[config.mk]
export PLATFORM = sky130hd
export DESIGN_NAME = round_robin_ready_queue_flat
export DESIGN_NICKNAME = d
export VERILOG_FILES = /design/src/sv/rrq_pkg.sv /design/src/sv/rrq_if.sv /design/src/sv/rrq_ram.sv /design/src/sv/rrq_cell.sv /design/src/sv/round_robin_ready_queue.sv /design/src/flat_wrapper.sv
export SDC_FILE = /design/constraint.sdc
export NUM_CORES = 2
export LEC_CHECK = 0
export CAP_MARGIN = 15
export CORE_ASPECT_RATIO = 1.4
export CORE_MARGIN = 2
export CORE_UTILIZATION = 30
export CTS_BUF_LIST = sky130_fd_sc_hd__clkbuf_8
export DETAILED_ROUTE_END_ITERATION = 10
export DONT_BUFFER_PORTS = 1
export GPL_ROUTABILITY_DRIVEN = 0
export PLACE_DENSITY = 0.48
export SLEW_MARGIN = 5
export SYNTH_ARGS = -nofsm -noshare
export SYNTH_HDL_FRONTEND = slang
export SYNTH_SLANG_ARGS = --single-unit
[constraint.sdc]
create_clock -name clk -period 7.9 [get_ports clk]
set_input_delay 0.79 -clock clk [delete_from_list [all_inputs] [get_ports clk]]
set_output_delay 0.79 -clock clk [all_outputs]
set_load 0.01 [all_outputs]
[src/sv/rrq_pkg.sv]
// Shared widths, command and status codes, and structs of the ready queue.
package rrq_pkg;

  localparam int CMD_W     = 2;
  localparam int TASK_ID_W = 6;
  localparam int SLICE_W   = 4;
  localparam int TICK_W    = 5;
  localparam int STATUS_W  = 2;
  localparam int COUNT_W   = 7;

  // Number of distinct task numbers that the task_id field can carry.
  localparam int TASK_IDS = 64;

  localparam logic [CMD_W-1:0] CMD_ENQUEUE = 2'd0;
  localparam logic [CMD_W-1:0] CMD_DEQUEUE = 2'd1;
  localparam logic [CMD_W-1:0] CMD_TICK    = 2'd2;
  localparam logic [CMD_W-1:0] CMD_PICK    = 2'd3;

  localparam logic [STATUS_W-1:0] STATUS_OK         = 2'd0;
  localparam logic [STATUS_W-1:0] STATUS_NOT_QUEUED = 2'd1;
  localparam logic [STATUS_W-1:0] STATUS_DUPLICATE  = 2'd2;

  localparam logic [SLICE_W-1:0] SLICE_RESET = 4'd4;
  localparam logic [TICK_W-1:0]  TICK_MAX    = 5'd31;

  // Broadcast control for every cell of the queue.
  typedef struct packed {
    logic                 remove;
    logic                 rotate;
    logic                 enqueue;
    logic [TASK_ID_W-1:0] key;
  } cell_ctrl_t;

  typedef struct packed {
    logic                 next_valid;
    logic [TASK_ID_W-1:0] next_task;
    logic                 resched;
    logic [STATUS_W-1:0]  status;
    logic [COUNT_W-1:0]   queued_count;
  } result_t;

endpackage

[src/sv/rrq_if.sv]
// Handshake interfaces for the command, result and configuration channels.
interface rrq_req_if;
  logic                           valid;
  logic                           ready;
  logic [rrq_pkg::CMD_W-1:0]      cmd;
  logic [rrq_pkg::TASK_ID_W-1:0]  task_id;
  logic [rrq_pkg::TASK_ID_W-1:0]  current_task;
  modport source (output valid, cmd, task_id, current_task, input ready);
  modport sink (input valid, cmd, task_id, current_task, output ready);
endinterface

interface rrq_rsp_if;
  logic                           valid;
  logic                           ready;
  logic                           next_valid;
  logic [rrq_pkg::TASK_ID_W-1:0]  next_task;
  logic                           resched;
  logic [rrq_pkg::STATUS_W-1:0]   status;
  logic [rrq_pkg::COUNT_W-1:0]    queued_count;
  modport source (output valid, next_valid, next_task, resched, status, queued_count,
                  input ready);
  modport sink (input valid, next_valid, next_task, resched, status, queued_count,
                output ready);
endinterface

interface rrq_cfg_if;
  logic                           valid;
  logic                           ready;
  logic [rrq_pkg::SLICE_W-1:0]    slice_limit;
  modport source (output valid, slice_limit, input ready);
  modport sink (input valid, slice_limit, output ready);
endinterface

[src/sv/rrq_ram.sv]
// Generic single-write, single-read RAM with registered read data.
module rrq_ram #(
  parameter int WIDTH = 8,
  parameter int DEPTH = 64
) (
  input  logic                     clk,
  input  logic                     we,
  input  logic [$clog2(DEPTH)-1:0] waddr,
  input  logic [WIDTH-1:0]         wdata,
  input  logic [$clog2(DEPTH)-1:0] raddr,
  output logic [WIDTH-1:0]         rdata
);

  logic [WIDTH-1:0] mem [DEPTH];

  always_ff @(posedge clk) begin
    if (we) begin
      mem[waddr] <= wdata;
    end
    rdata <= mem[raddr];
  end

endmodule

[src/sv/rrq_cell.sv]
// One queue cell: holds one task number and shifts toward the head on removal.
module rrq_cell (
  input  logic                          clk,
  input  logic                          rst,
  input  rrq_pkg::cell_ctrl_t           ctrl,
  input  logic                          left_valid,
  input  logic                          hit_in,
  input  logic                          right_valid,
  input  logic [rrq_pkg::TASK_ID_W-1:0] right_id,
  output logic                          valid,
  output logic [rrq_pkg::TASK_ID_W-1:0] id,
  output logic                          hit_out,
  output logic                          valid_next,
  output logic [rrq_pkg::TASK_ID_W-1:0] id_next
);

  logic match;

  assign match   = valid && (id == ctrl.key);
  assign hit_out = hit_in || match;

  always_comb begin
    valid_next = valid;
    id_next    = id;
    if (ctrl.rotate && valid && !right_valid) begin
      // The tail cell takes the rotated task after the gap has closed.
      valid_next = 1'b1;
      id_next    = ctrl.key;
    end else if (ctrl.remove && hit_out) begin
      valid_next = right_valid;
      id_next    = right_id;
    end else if (ctrl.enqueue && !valid && left_valid) begin
      valid_next = 1'b1;
      id_next    = ctrl.key;
    end
  end

  always_ff @(posedge clk) begin
    if (rst) begin
      valid <= 1'b0;
    end else begin
      valid <= valid_next;
    end
  end

  always_ff @(posedge clk) begin
    id <= id_next;
  end

endmodule

[src/sv/round_robin_ready_queue.sv]
// Top level of the round-robin ready queue with time-slice rotation.
//
// Usage: commands arrive on req (cmd, task_id, current_task) and each one
// produces exactly one result transfer on rsp (next_valid, next_task, resched,
// status, queued_count). The cfg channel writes slice_limit at any time the
// block is idle; it is always ready.
// Timing: enqueue, dequeue and pick are applied in the cycle of the transfer
// and their result is registered into the result buffer. A tick for a task
// in range reads the slice counter memory in the transfer cycle and writes
// it back in the next, so req is held off during the write-back. The queue
// is a row of cells that close a gap or take a new tail. Throughput: one
// command per cycle while the result buffer has room and no tick writes back.
// A two-entry result buffer lets the block take new commands while results
// wait; when both entries are full req.ready drops until rsp takes one.
// Reset empties the queue, clears all slice counters (through per-task
// valid bits, no clearing pass) and sets slice_limit to four.
module round_robin_ready_queue #(
  parameter int MAX_TASKS = 64
) (
  input logic       clk,
  input logic       rst,
  rrq_req_if.sink   req,
  rrq_rsp_if.source rsp,
  rrq_cfg_if.sink   cfg
);

  // Only task numbers below this bound can ever be queued, so the queue
  // never needs more cells than that.
  localparam int CELLS = (MAX_TASKS < rrq_pkg::TASK_IDS) ? MAX_TASKS : rrq_pkg::TASK_IDS;
  localparam logic [rrq_pkg::TASK_ID_W:0] ID_LIMIT = (rrq_pkg::TASK_ID_W + 1)'(CELLS);
  localparam logic [rrq_pkg::COUNT_W-1:0] FULL_COUNT = rrq_pkg::COUNT_W'(CELLS);

  localparam logic S_IDLE = 1'b0;
  localparam logic S_TICK = 1'b1;

  logic                          state;
  logic [rrq_pkg::SLICE_W-1:0]   slice_limit;
  logic [rrq_pkg::COUNT_W-1:0]   count;
  logic [rrq_pkg::COUNT_W-1:0]   count_next;
  logic [rrq_pkg::TASK_ID_W-1:0] cur_q;
  logic [rrq_pkg::TASK_IDS-1:0]  tick_seen;

  logic [rrq_pkg::TICK_W-1:0]    ram_rdata;
  logic [rrq_pkg::TICK_W-1:0]    tick_old;
  logic [rrq_pkg::TICK_W-1:0]    tick_inc;
  logic [rrq_pkg::TICK_W-1:0]    tick_wdata;
  logic                          expire;

  logic                          req_fire;
  logic                          in_tick;
  logic                          tick_go;
  logic                          id_ok;
  logic                          cur_ok;
  logic                          present;
  logic                          enq_do;
  logic                          deq_do;
  logic                          rot_do;
  rrq_pkg::cell_ctrl_t           ctrl;

  logic [CELLS-1:0]              cell_valid;
  logic [CELLS-1:0]              cell_valid_next;
  logic [rrq_pkg::TASK_ID_W-1:0] cell_id [CELLS];
  logic [rrq_pkg::TASK_ID_W-1:0] cell_id_next [CELLS];
  logic [CELLS:0]                hit;

  rrq_pkg::result_t              res;
  logic                          push;
  logic                          pop;
  rrq_pkg::result_t              fifo_q [2];
  logic                          wr_ptr;
  logic                          rd_ptr;
  logic [1:0]                    fill;

  // Handshakes. Configuration writes are always taken.
  assign cfg.ready = 1'b1;
  assign req.ready = (state == S_IDLE) && (fill != 2'd2);
  assign req_fire  = req.valid && req.ready;
  assign in_tick   = (state == S_TICK);

  assign id_ok   = {1'b0, req.task_id} < ID_LIMIT;
  assign cur_ok  = {1'b0, req.current_task} < ID_LIMIT;
  assign tick_go = req_fire && (req.cmd == rrq_pkg::CMD_TICK) && cur_ok;

  // Slice counter update for the tick in flight. A counter never written
  // since reset reads as zero.
  assign tick_old   = tick_seen[cur_q] ? ram_rdata : '0;
  assign tick_inc   = (tick_old < rrq_pkg::TICK_MAX) ? tick_old + 1'b1 : tick_old;
  assign expire     = rrq_pkg::TICK_W'(slice_limit) < tick_inc;
  assign tick_wdata = expire ? '0 : tick_inc;

  rrq_ram #(
    .WIDTH (rrq_pkg::TICK_W),
    .DEPTH (rrq_pkg::TASK_IDS)
  ) u_slice_ram (
    .clk   (clk),
    .we    (in_tick),
    .waddr (cur_q),
    .wdata (tick_wdata),
    .raddr (req.current_task),
    .rdata (ram_rdata)
  );

  // The cells search for the key; the hit chain out of the last cell tells
  // whether the key is queued at all.
  assign present = hit[CELLS];
  assign enq_do  = req_fire && (req.cmd == rrq_pkg::CMD_ENQUEUE) && id_ok && !present &&
                   (count != FULL_COUNT);
  assign deq_do  = req_fire && (req.cmd == rrq_pkg::CMD_DEQUEUE) && present;
  assign rot_do  = in_tick && expire && present;

  assign ctrl.enqueue = enq_do;
  assign ctrl.remove  = deq_do || rot_do;
  assign ctrl.rotate  = rot_do;
  assign ctrl.key     = in_tick ? cur_q : req.task_id;

  assign hit[0] = 1'b0;

  for (genvar i = 0; i < CELLS; i++) begin : g_cell
    logic                          left_valid;
    logic                          right_valid;
    logic [rrq_pkg::TASK_ID_W-1:0] right_id;

    if (i == 0) begin : g_head
      assign left_valid = 1'b1;
    end else begin : g_body
      assign left_valid = cell_valid[i-1];
    end

    if (i == CELLS - 1) begin : g_tail
      assign right_valid = 1'b0;
      assign right_id    = '0;
    end else begin : g_inner
      assign right_valid = cell_valid[i+1];
      assign right_id    = cell_id[i+1];
    end

    rrq_cell u_cell (
      .clk         (clk),
      .rst         (rst),
      .ctrl        (ctrl),
      .left_valid  (left_valid),
      .hit_in      (hit[i]),
      .right_valid (right_valid),
      .right_id    (right_id),
      .valid       (cell_valid[i]),
      .id          (cell_id[i]),
      .hit_out     (hit[i+1]),
      .valid_next  (cell_valid_next[i]),
      .id_next     (cell_id_next[i])
    );
  end

  assign count_next = count + rrq_pkg::COUNT_W'(enq_do) - rrq_pkg::COUNT_W'(deq_do);

  // Result of the step, taken from the queue state after the step.
  always_comb begin
    res.next_valid   = cell_valid_next[0];
    res.next_task    = cell_valid_next[0] ? cell_id_next[0] : '0;
    res.queued_count = count_next;
    res.resched      = 1'b0;
    res.status       = rrq_pkg::STATUS_OK;
    if (in_tick) begin
      res.resched = expire;
      res.status  = present ? rrq_pkg::STATUS_OK : rrq_pkg::STATUS_NOT_QUEUED;
    end else begin
      case (req.cmd)
        rrq_pkg::CMD_ENQUEUE: begin
          if (!id_ok) begin
            res.status = rrq_pkg::STATUS_NOT_QUEUED;
          end else if (present) begin
            res.status = rrq_pkg::STATUS_DUPLICATE;
          end
        end
        rrq_pkg::CMD_DEQUEUE: begin
          if (!present) begin
            res.status = rrq_pkg::STATUS_NOT_QUEUED;
          end
        end
        rrq_pkg::CMD_TICK: begin
          // Only a tick for an out-of-range task finishes here.
          res.status = rrq_pkg::STATUS_NOT_QUEUED;
        end
        rrq_pkg::CMD_PICK: begin
          if (count == '0) begin
            res.status = rrq_pkg::STATUS_NOT_QUEUED;
          end
        end
        default: begin
          res.status = rrq_pkg::STATUS_OK;
        end
      endcase
    end
  end

  assign push = in_tick || (req_fire && !tick_go);
  assign pop  = rsp.valid && rsp.ready;

  always_ff @(posedge clk) begin
    if (rst) begin
      state       <= S_IDLE;
      slice_limit <= rrq_pkg::SLICE_RESET;
      count       <= '0;
      tick_seen   <= '0;
      wr_ptr      <= 1'b0;
      rd_ptr      <= 1'b0;
      fill        <= 2'd0;
    end else begin
      case (state)
        S_IDLE: begin
          if (tick_go) begin
            state <= S_TICK;
          end
        end
        S_TICK: begin
          state <= S_IDLE;
        end
        default: begin
          state <= S_IDLE;
        end
      endcase
      if (cfg.valid && cfg.ready) begin
        slice_limit <= cfg.slice_limit;
      end
      count <= count_next;
      if (in_tick) begin
        tick_seen[cur_q] <= 1'b1;
      end
      if (push) begin
        wr_ptr <= ~wr_ptr;
      end
      if (pop) begin
        rd_ptr <= ~rd_ptr;
      end
      fill <= fill + 2'(push) - 2'(pop);
    end
  end

  always_ff @(posedge clk) begin
    if (tick_go) begin
      cur_q <= req.current_task;
    end
    if (push) begin
      fifo_q[wr_ptr] <= res;
    end
  end

  assign rsp.valid        = (fill != 2'd0);
  assign rsp.next_valid   = fifo_q[rd_ptr].next_valid;
  assign rsp.next_task    = fifo_q[rd_ptr].next_task;
  assign rsp.resched      = fifo_q[rd_ptr].resched;
  assign rsp.status       = fifo_q[rd_ptr].status;
  assign rsp.queued_count = fifo_q[rd_ptr].queued_count;

  // The head cell holds a task exactly when the count is nonzero.
  a_head_matches_count: assert property (@(posedge clk) disable iff (rst)
    (count == '0) == !cell_valid[0])
    else $error("queue head and count disagree");

  // The result buffer never holds more than two results.
  a_fill_bound: assert property (@(posedge clk) disable iff (rst)
    fill != 2'd3)
    else $error("result buffer overflow");

  // A tick in range enters the write-back state and then returns to idle.
  a_tick_enters: assert property (@(posedge clk) disable iff (rst)
    tick_go |=> (state == S_TICK))
    else $error("tick did not start its write-back");

  a_tick_leaves: assert property (@(posedge clk) disable iff (rst)
    (state == S_TICK) |=> (state == S_IDLE))
    else $error("tick write-back did not finish");

  // A rotation keeps the number of queued tasks.
  a_rotate_keeps_count: assert property (@(posedge clk) disable iff (rst)
    rot_do |=> (count == $past(count)))
    else $error("rotation changed the queue length");

endmodule

[src/flat_wrapper.sv]
// flat-port wrapper written by rule: the top's interface ports become plain ports
module round_robin_ready_queue_flat 
#(
  parameter int MAX_TASKS = 64
)
  (clk, rst, req_valid, req_cmd, req_task_id, req_current_task, req_ready, rsp_valid, rsp_next_valid, rsp_next_task, rsp_resched, rsp_status, rsp_queued_count, rsp_ready, cfg_valid, cfg_slice_limit, cfg_ready);
  rrq_req_if req_i ();
  rrq_rsp_if rsp_i ();
  rrq_cfg_if cfg_i ();
  input logic clk;
  input logic rst;
  input wire logic [$bits(req_i.valid)-1:0] req_valid;
  input wire logic [$bits(req_i.cmd)-1:0] req_cmd;
  input wire logic [$bits(req_i.task_id)-1:0] req_task_id;
  input wire logic [$bits(req_i.current_task)-1:0] req_current_task;
  output wire logic [$bits(req_i.ready)-1:0] req_ready;
  output wire logic [$bits(rsp_i.valid)-1:0] rsp_valid;
  output wire logic [$bits(rsp_i.next_valid)-1:0] rsp_next_valid;
  output wire logic [$bits(rsp_i.next_task)-1:0] rsp_next_task;
  output wire logic [$bits(rsp_i.resched)-1:0] rsp_resched;
  output wire logic [$bits(rsp_i.status)-1:0] rsp_status;
  output wire logic [$bits(rsp_i.queued_count)-1:0] rsp_queued_count;
  input wire logic [$bits(rsp_i.ready)-1:0] rsp_ready;
  input wire logic [$bits(cfg_i.valid)-1:0] cfg_valid;
  input wire logic [$bits(cfg_i.slice_limit)-1:0] cfg_slice_limit;
  output wire logic [$bits(cfg_i.ready)-1:0] cfg_ready;
  assign req_i.valid = req_valid;
  assign req_i.cmd = req_cmd;
  assign req_i.task_id = req_task_id;
  assign req_i.current_task = req_current_task;
  assign req_ready = req_i.ready;
  assign rsp_valid = rsp_i.valid;
  assign rsp_next_valid = rsp_i.next_valid;
  assign rsp_next_task = rsp_i.next_task;
  assign rsp_resched = rsp_i.resched;
  assign rsp_status = rsp_i.status;
  assign rsp_queued_count = rsp_i.queued_count;
  assign rsp_i.ready = rsp_ready;
  assign cfg_i.valid = cfg_valid;
  assign cfg_i.slice_limit = cfg_slice_limit;
  assign cfg_ready = cfg_i.ready;
  round_robin_ready_queue #(.MAX_TASKS(MAX_TASKS)) u_core (.clk(clk), .rst(rst), .req(req_i), .rsp(rsp_i), .cfg(cfg_i));
endmodule
==> impl_metrics.py <==
metrics = {
    "cts": {
        "clock-root-buffer": "clkbuf_8",
        "clk_pin_slew_ns": 0.06,
        "clock-sinks": 894,
        "cts_tree": "done",
        "ctsHtreeMaxLevel": 4,
        "numCtsBuffers": 152,
        "clock_latency_ns": 0.90,
        "clk_path_buf_depth": 3,
    },
    "synth": {
        "async_reset_ff_frac": 0,
        "synth_cells": 3199,
        "avgSynthCellArea_um2": 13.9,
        "synth_top_area_share": 0.497,
        "synth_largest_area_cell": "edfxtp_1",
        "syn_area_mm2": 0.0446,
        "synth_cell_types": 102,
        "synth_edf_count": 738,
        "synth_area_leaders": "edfxtp_1 50%, mux2_2 9.5%, xnor2_1 7.6%",
        "ys.flop_type": "edfxtp_1",
        "ys_ff_latch": 894,
        "yosys_warnings": 0,
        "synth-seq-area-share": 0.567,
    },
    "worst_setup_path": {
        "cp_max_fo": 18,
        "end_kind": "register",
        "critical_path_required_ns": 8.50,
        "critical_path_class": "register to register",
        "max_stage_delay_ns": 0.83,
        "cp_slowest_cell": "edfxtp_1",
        "path_cells": "buf_4, mux4_2, a22oi_1, and4_1, nand3_1, and2_1, ha_1, a21oi_1, ha_1, a2111oi_0, buf_4, o21ai_0, o21ai_0, nand2b_1, o21ai_0, o31a_2, buf_4, a31oi_1, o31ai_4, mux2_2",
        "cp.arrival_ns": 7.35,
        "start_kind": "register",
    },
    "global_route": {
        "gr-usage-all-layers": 0.161,
        "antenna_found_initial": 1,
        "grt_max_degree": 82,
        "grt_overflow": 0,
        "grt_pass1_wl_um": 182000,
        "grt_pass1_vias": 28200,
    },
    "run": {
        "cap_violations": 0,
    },
    "sta": {
        "slew_viol_final": 0,
        "finalCritPeriodShare": 0.855,
        "fin_tns_setup_ns": 0,
        "period_needed_ns": 6.75,
        "skew_ns": 0.0630,
        "hold_slack_ns": 0.0959,
        "slew_headroom": 0.263,
        "rsz0062_at_grt": "no",
        "hold_viol": 0,
        "fmax_mhz": 148,
        "finalSetupViolCount": 0,
        "worstMarginPinSlew_ns": 1.11,
    },
    "pwr": {
        "leakagePower_nw": 15.8,
        "combPwrFrac": 0.105,
        "max-vdd-ir-drop_uv": 150,
        "intPower_mw": 7.70,
        "p_sw_frac": 0.262,
        "power.density_mw_per_mm2": 209,
        "power_frac_clock": 0.388,
        "p_switching_mw": 2.74,
        "p_seq_frac": 0.507,
    },
    "layout": {
        "multi_input_area_mm2": 0.0182,
        "drive_above_1_share": 0.262,
        "nNetsFinal": 3335,
        "area_growth_syn_to_layout_pct": 12.3,
        "seq_area_mm2": 0.0253,
        "fill_cells": 14500,
    },
    "route": {
        "dr.pass1.iters": 5,
        "routed_wl_um": 122000,
        "drt_iter0_markers": 1693,
        "avgViaCountPerCell": 4.99,
        "drc_errors": 0,
        "vias": 26800,
        "wl_per_cell_um": 22.8,
        "postRouteAntennaNets": 0,
    },
    "die": {
        "dieArea_mm2": 0.152,
        "core_area_mm2": 0.148,
        "ios": 43,
        "die_w_um": 330,
        "rows": 167,
        "dieHeight_um": 460,
        "start_util": 0.302,
    },
    "run_status": {
        "status": "completed",
    },
    "place": {
        "numPortBuffers": 0,
        "post-dp-hpwl_um": 79000,
    },
    "min_path": {
        "min_path_type": "input pin to register",
    },
}
==> flip-flops by register name, summed over array words and instances (netlist names), named ones only <==
signal                      count
u_core.fill                     2
u_core.count                    7
u_core.u_slice_ram.rdata        5
u_core.g_cell.u_cell.valid     64
u_core.cur_q                    6
u_core.g_cell.u_cell.id       384
u_core.u_slice_ram.mem        320
u_core.rd_ptr                   1
u_core.wr_ptr                   1
u_core.in_tick                  1
u_core.tick_seen               64
u_core.slice_limit              4
u_core.fifo_q                  34
==> synth_stat cells, drive strengths merged (6+ instances only) <==
master,instances
a211oi,67
nand2,110
mux4,117
a22oi,14
nor2b,19
nand4,67
xor2,6
mux2i,19
or4,25
nand3b,6
inv,71
a21oi,88
a311oi,21
o31ai,33
buf,121
o211ai,19
a221oi,13
nand3,59
a31o,7
mux2,392
dfxtp,156
and3,8
a31oi,31
o21ai,38
ha,15
nor4,29
edfxtp,738
nor2,281
o41ai,13
xnor2,388
a2111oi,12
and2,10
nor3,23
or3,6
clkbuf,94
a21o,10
o311ai,6
==> per-stage QoR <==
stage / setup slack (ns) / utilization / instance area (um2) / instances / power (mW)
floorplan: 1.47 / - / 44800 / 3262 / 6.15
global placement: 1.16 / 0.317 / 46900 / 5067 / 6.45
detailed placement: 1.16 / 0.317 / 46900 / 5067 / 6.46
CTS: 1.10 / 0.339 / 50000 / 5366 / 10.6
global route: 0.677 / 0.339 / 50000 / 5367 / 10.8
finish: 1.15 / 0.339 / 50000 / 5368 / 10.4
==> worst paths after layout <==
path,start,endpoint,slack (ns),cells after the start
worst min-delay path,req_current_task[5],u_core.u_slice_ram.rdata[4],0.1,1
worst max register to register,u_core.cur_q[1],u_core.g_cell[21].u_cell.id[5],1.15,20
worst min register to register,u_core.tick_seen[21],u_core.tick_seen[21],0.47,2
worst max-delay path,u_core.cur_q[1],u_core.g_cell[21].u_cell.id[5],1.15,20
==> layout make-up <==
cell class              count  share of cell area
clock inverters           115              0.0128
diodes                      2            0.000100
inverters                  71             0.00533
well taps                1943              0.0486
flip-flops and latches    894               0.505
multi-input cells        2082               0.363
repair buffers             95              0.0195
clock buffers             166              0.0457
==> cell families (layout without fill, tap and decap cells) <==
logic type,Yosys count,after routing,synth area share
flops,894,894,0.567
simple gates,662,662,0.0722
mux,528,528,0.164
fa+ha+maj,16,16,0.00466
compound gates,417,417,0.0815
xor+xnor,394,394,0.0774
buf+inv,286,447,0.0330
other cells,2,67,0.000169
==> repair_timing <==
| item | 4_1_cts | 5_1_grt |
|---|---|---|
| gates resized for setup | 0 | 0 |
| setup endpoints to repair | 0 | 0 |
| setup buffers | 0 | 0 |
| hold endpoints to repair | 64 | 0 |
| hold buffers | 18 | 0 |
==> power by group through the flow <==
stage,Combinational [mW],Sequential (mW),Clock (mW)
after global routing,1.18,5.30,4.36
after CTS,1.11,5.29,4.19
after detailed placement,1.07,5.39,0
after global placement,1.06,5.39,0
after floorplan,0.791,5.36,0
final,1.09,5.29,4.05
==> worst max-delay path, delay by kind of cell, from the launching register on <==
kind,cells,cell delay (ns)
buffers and inverters,3,0.86
DFF,1,0.83
AOI/OAI and AO/OA,9,2.39
adders and majority gates,2,0.56
muxes,2,0.82
and+or+nand+nor,4,0.96
==> metal layers <==
| metal | track usage | vias to the layer above | part of all wire |
|---|---|---|---|
| met5 | 0 | - | 0 |
| met4 | 0.0492 | 0 | 0.023 |
| met3 | 0.0313 | 183 | 0.045 |
| met2 | 0.284 | 531 | 0.51 |
| met1 | 0.196 | 13700 | 0.42 |
| li1 | - | 12300 | - |
==> layout by cell type, fill, tap and decap left out, types with 22 or more instances in the layout <==
| master | synthesis | routed |
|---|---|---|
| dfxtp_1 | 156 | 155 |
| nand2_1 | 110 | 110 |
| inv_1 | 71 | 130 |
| clkbuf_8 | 0 | 166 |
| xnor2_1 | 388 | 388 |
| nand4_1 | 65 | 65 |
| or4_1 | 25 | 25 |
| edfxtp_1 | 738 | 738 |
| conb_1 | 2 | 65 |
| o21ai_0 | 25 | 25 |
| a31oi_1 | 23 | 23 |
| a211oi_1 | 66 | 66 |
| buf_4 | 34 | 64 |
| mux4_2 | 117 | 117 |
| nor2_1 | 280 | 278 |
| a21oi_1 | 69 | 68 |
| mux2_2 | 377 | 374 |
| nor4_1 | 27 | 27 |
| nand3_1 | 57 | 57 |
| clkinv_2 | 0 | 22 |
(Power assumes the default switching activity.)
